[src/srt_pkg.sv]
`timescale 1ns / 1ps
// Shared types, codes and constants for the scan result table.
// No dependencies.
package srt_pkg;

  localparam int unsigned TABLE_DEPTH   = 128;
  localparam int unsigned FULL_LIMIT    = 100;
  localparam int unsigned PRUNE_DIVISOR = 4;

  typedef enum logic [1:0] {
    CMD_OBSERVE = 2'd0,
    CMD_BATCH   = 2'd1,
    CMD_PRUNE   = 2'd2,
    CMD_READ    = 2'd3
  } srt_cmd_e;

  typedef enum logic [1:0] {
    STAT_UPDATED  = 2'd0,
    STAT_INSERTED = 2'd1,
    STAT_IGNORED  = 2'd2,
    STAT_DONE     = 2'd3
  } srt_status_e;

  typedef enum logic [1:0] {
    CFG_LOCATE_ENABLE = 2'd0,
    CFG_LOCATE_TARGET = 2'd1,
    CFG_SPARE2        = 2'd2,
    CFG_SPARE3        = 2'd3
  } srt_cfg_e;

  typedef enum logic [3:0] {
    S_IDLE, S_DISPATCH, S_OBS_RD, S_OBS_CMP, S_RD_WAIT, S_SRT_NEXT, S_SRT_KEY,
    S_SRT_JCHK, S_SRT_JCMP, S_MOV_RD, S_MOV_WR, S_DONE
  } srt_state_e;

  typedef struct packed {
    logic [47:0]        bssid;
    logic signed [7:0]  rssi;
    logic [3:0]         channel;
    logic [3:0]         auth;
    logic [31:0]        last_seen;
  } srt_entry_t;

  localparam int unsigned ENTRY_W = $bits(srt_entry_t);

  typedef struct packed {
    logic [1:0]         command;
    logic [47:0]        bssid;
    logic signed [7:0]  rssi;
    logic [3:0]         channel;
    logic [3:0]         auth_mode;
    logic               ssid_present;
    logic [31:0]        now_ms;
    logic [6:0]         read_index;
  } srt_in_t;

  typedef struct packed {
    logic [1:0]         status;
    logic               entry_valid;
    logic [47:0]        entry_bssid;
    logic signed [7:0]  entry_rssi;
    logic [3:0]         entry_channel;
    logic [3:0]         entry_auth;
    logic [31:0]        entry_last_seen;
    logic [7:0]         entry_count;
  } srt_out_t;

  typedef struct packed {
    logic bssid_eq;
    logic ahead;
  } srt_cmp_t;

endpackage

[src/srt_cmp.sv]
`timescale 1ns / 1ps
// Shared entry comparator: BSSID match and sort ordering (RSSI or age).
// Depends on srt_pkg.
module srt_cmp (
  input  srt_pkg::srt_entry_t a_i,
  input  srt_pkg::srt_entry_t b_i,
  input  logic                by_age_i,
  output srt_pkg::srt_cmp_t   res_o
);

  always_comb begin
    res_o.bssid_eq = (a_i.bssid == b_i.bssid);
    if (!by_age_i) begin
      res_o.ahead = (a_i.rssi > b_i.rssi);
    end else if (a_i.last_seen != b_i.last_seen) begin
      res_o.ahead = (a_i.last_seen < b_i.last_seen);
    end else begin
      res_o.ahead = (a_i.rssi < b_i.rssi);
    end
  end

endmodule

[config.mk]
export PLATFORM = sky130hd
export DESIGN_NAME = srt_cmp
export DESIGN_NICKNAME = d
export VERILOG_FILES = /design/src/srt_pkg.sv /design/src/srt_cmp.sv
export SDC_FILE = /design/constraint.sdc
export NUM_CORES = 1
export LEC_CHECK = 0
export ABC_CLOCK_PERIOD_IN_PS = 3200
export BUFFER_PORTS_ARGS = -buffer_cell sky130_fd_sc_hd__buf_4
export CORE_AREA = 2 2 76 78
export DETAILED_ROUTE_END_ITERATION = 8
export DIE_AREA = 0 0 78 80
export PLACE_DENSITY = 0.73
export SKIP_LAST_GASP = 1
export SLEW_MARGIN = 5
export SYNTH_ARGS = -nofsm -noshare
export SYNTH_HDL_FRONTEND = slang
export SYNTH_SLANG_ARGS = --single-unit
[constraint.sdc]
create_clock -name vclk -period 3.2
set_input_delay 0.64 -clock vclk [all_inputs]
set_output_delay 0.64 -clock vclk [all_outputs]
set_load 0.02 [all_outputs]
==> flow_summary.ini <==
[grt]
grt_max_degree = 5
grt_pass1_vias = 2209
grt.total_usage = 0.182
grt_pass1_wl_um = 9160
overflow = 0
antenna_found_initial = 0

[power_and_ir_drop]
p_seq_frac = 0
switching_share = 0.363
irDropWorstVdd_v = 0.0000633
clock_power_share = 0
internal-power_uw = 216
power_density_nw_per_um2 = 114
leakagePower_nw = 1.72
power_switching_uw = 123
p_total_uw = 339
share_comb_of_total_power = 1.000

[clocking]
postCtsResizedCells = 0
hold_buffers = 0
cts_setup_buffers = 0

[synth]
yosys_warnings = 0
synth_area_leader_cell = ha_1
syn_area_um2 = 1540
seq_area_frac_synth = 0
synth_common_cells = xor2_1 (48), inv_1 (43), ha_1 (40), nand4_1 (13), nor4_1 (13)
ys_types = 28
syn_inst = 206
synth_area_leaders = ha_1 (32%), xor2_1 (27%), inv_1 (10%)
yosys.cell_count.top_type = xor2_1
synth_top_area_share = 0.324
syn_nets = 439
syn_area_per_cell_um2 = 7.49

[placed_design]
postPlaceCellArea_um2 = 2980
portBuffers = 179
dp.cells = 457
dp_slack_ns = 0.203
gp_congestion = 0.766
hpwl_um = 5720

[layout]
n_antenna_cell = 0
final-seq-area_um2 = 0
drive_gt1_frac = 0.468
syn2layout_area_growth_pct = 92.9
fillCellCount = 542
multiInputGateArea_um2 = 1380
final_area_um2 = 2980
design.seq.count = 0
fin_util = 0.551
stdcell_count = 457
nClkBuffers = 0
nets = 620

[timing]
min_period_over_period = 0.936
report.final.slew_viol_count = 0
period_needed_ns = 3.00
tns_ns = 0
fmax_ghz = 0.334
rsz0062_at_grt = false
worst_hold_slack_ns = 1.66
maxSlewHeadroom = 0.706
setup_viol = 0
tightest_slew_ns = 0.437
hold_viol = 0
setup_slack_ns = 0.204

[floorplan]
io_pins = 195
core.rowCount = 27
fp.dieW_um = 78
dieArea_um2 = 6240
start_util = 0.285
core_um2 = 5410
die_h_um = 80

[routing]
routed_wl_um = 5920
final_antenna_net_count = 0
drt_iter0_drc = 24
dr.pass1.iters = 4
wire_per_inst_um = 13.0
remaining_drc_errors = 0
vias = 2120
vias_per_cell = 4.64

[setup_path]
critPathRequiredTime_ns = 2.56
crit_fanout = 3
path_buf_inv = 2
worst_setup_path_end_kind = output pin
start_kind = input pin
crit_family = simple AND/OR/NAND/NOR gates
slowest_delay_ns = 0.53
crit_type = input pin to output pin
path_cells = buf_4, ha_1, nand4_1, or4_1, a31oi_1, o41a_1, o211ai_2, buf_4
cp_common_cell = buf_4
cp.arrival_ns = 2.36
slowest_stage = or4_1

[flow_run]
cap_viol_max_count = 0

[worst_hold_path]
hp-class = input pin to output pin

[status]
outcome = completed
==> power groups by stage <==
| stage | registers [mW] | logic, mW | clock network [mW] |
|---|---|---|---|
| detailed placement | 0 | 0.343 | 0 |
| finish | 0 | 0.339 | 0 |
| floorplan | 0 | 0.133 | 0 |
| global route | 0 | 0.381 | 0 |
| global placement | 0 | 0.334 | 0 |
| CTS | 0 | 0.344 | 0 |
==> worst paths after layout <==
check / start / cells after the start / to / slack (ns)
hold / removal: by_age_i / 4 / res_o[0] / 1.66
setup / recovery: a_i[15] / 8 / res_o[0] / 0.20
==> routing by layer <==
metal	part of all wire	GRT usage
met1	0.33	0.163
met2	0.55	0.399
met3	0.10	0.0464
met4	0.021	0.0333
met5	0	0
==> layout by cell type, fill, tap and decap left out, types with 4 or more instances in the layout <==
| master | instances |
|---|---|
| a21o_1 | 5 |
| a21oi_1 | 10 |
| buf_4 | 179 |
| ha_1 | 40 |
| inv_1 | 43 |
| nand2_1 | 5 |
| nand4_1 | 13 |
| nor2_1 | 4 |
| nor4_1 | 13 |
| o21ai_0 | 4 |
| xor2_1 | 48 |
==> kinds of logic after synthesis <==
kind of cell             Yosys count  synth area share
AO/OA/AOI/OAI                     31             0.136
XOR/XNOR                          48             0.273
adder cells (fa/ha/maj)           40             0.324
AND/OR/NAND/NOR                   44             0.162
buffers and inverters             43             0.105
==> cell type report <==
type,count,share of cell area
multi-input cells,163,0.464
well taps,72,0.0303
repair buffers,179,0.451
inverters,43,0.0542
(Power assumes the default switching activity.)
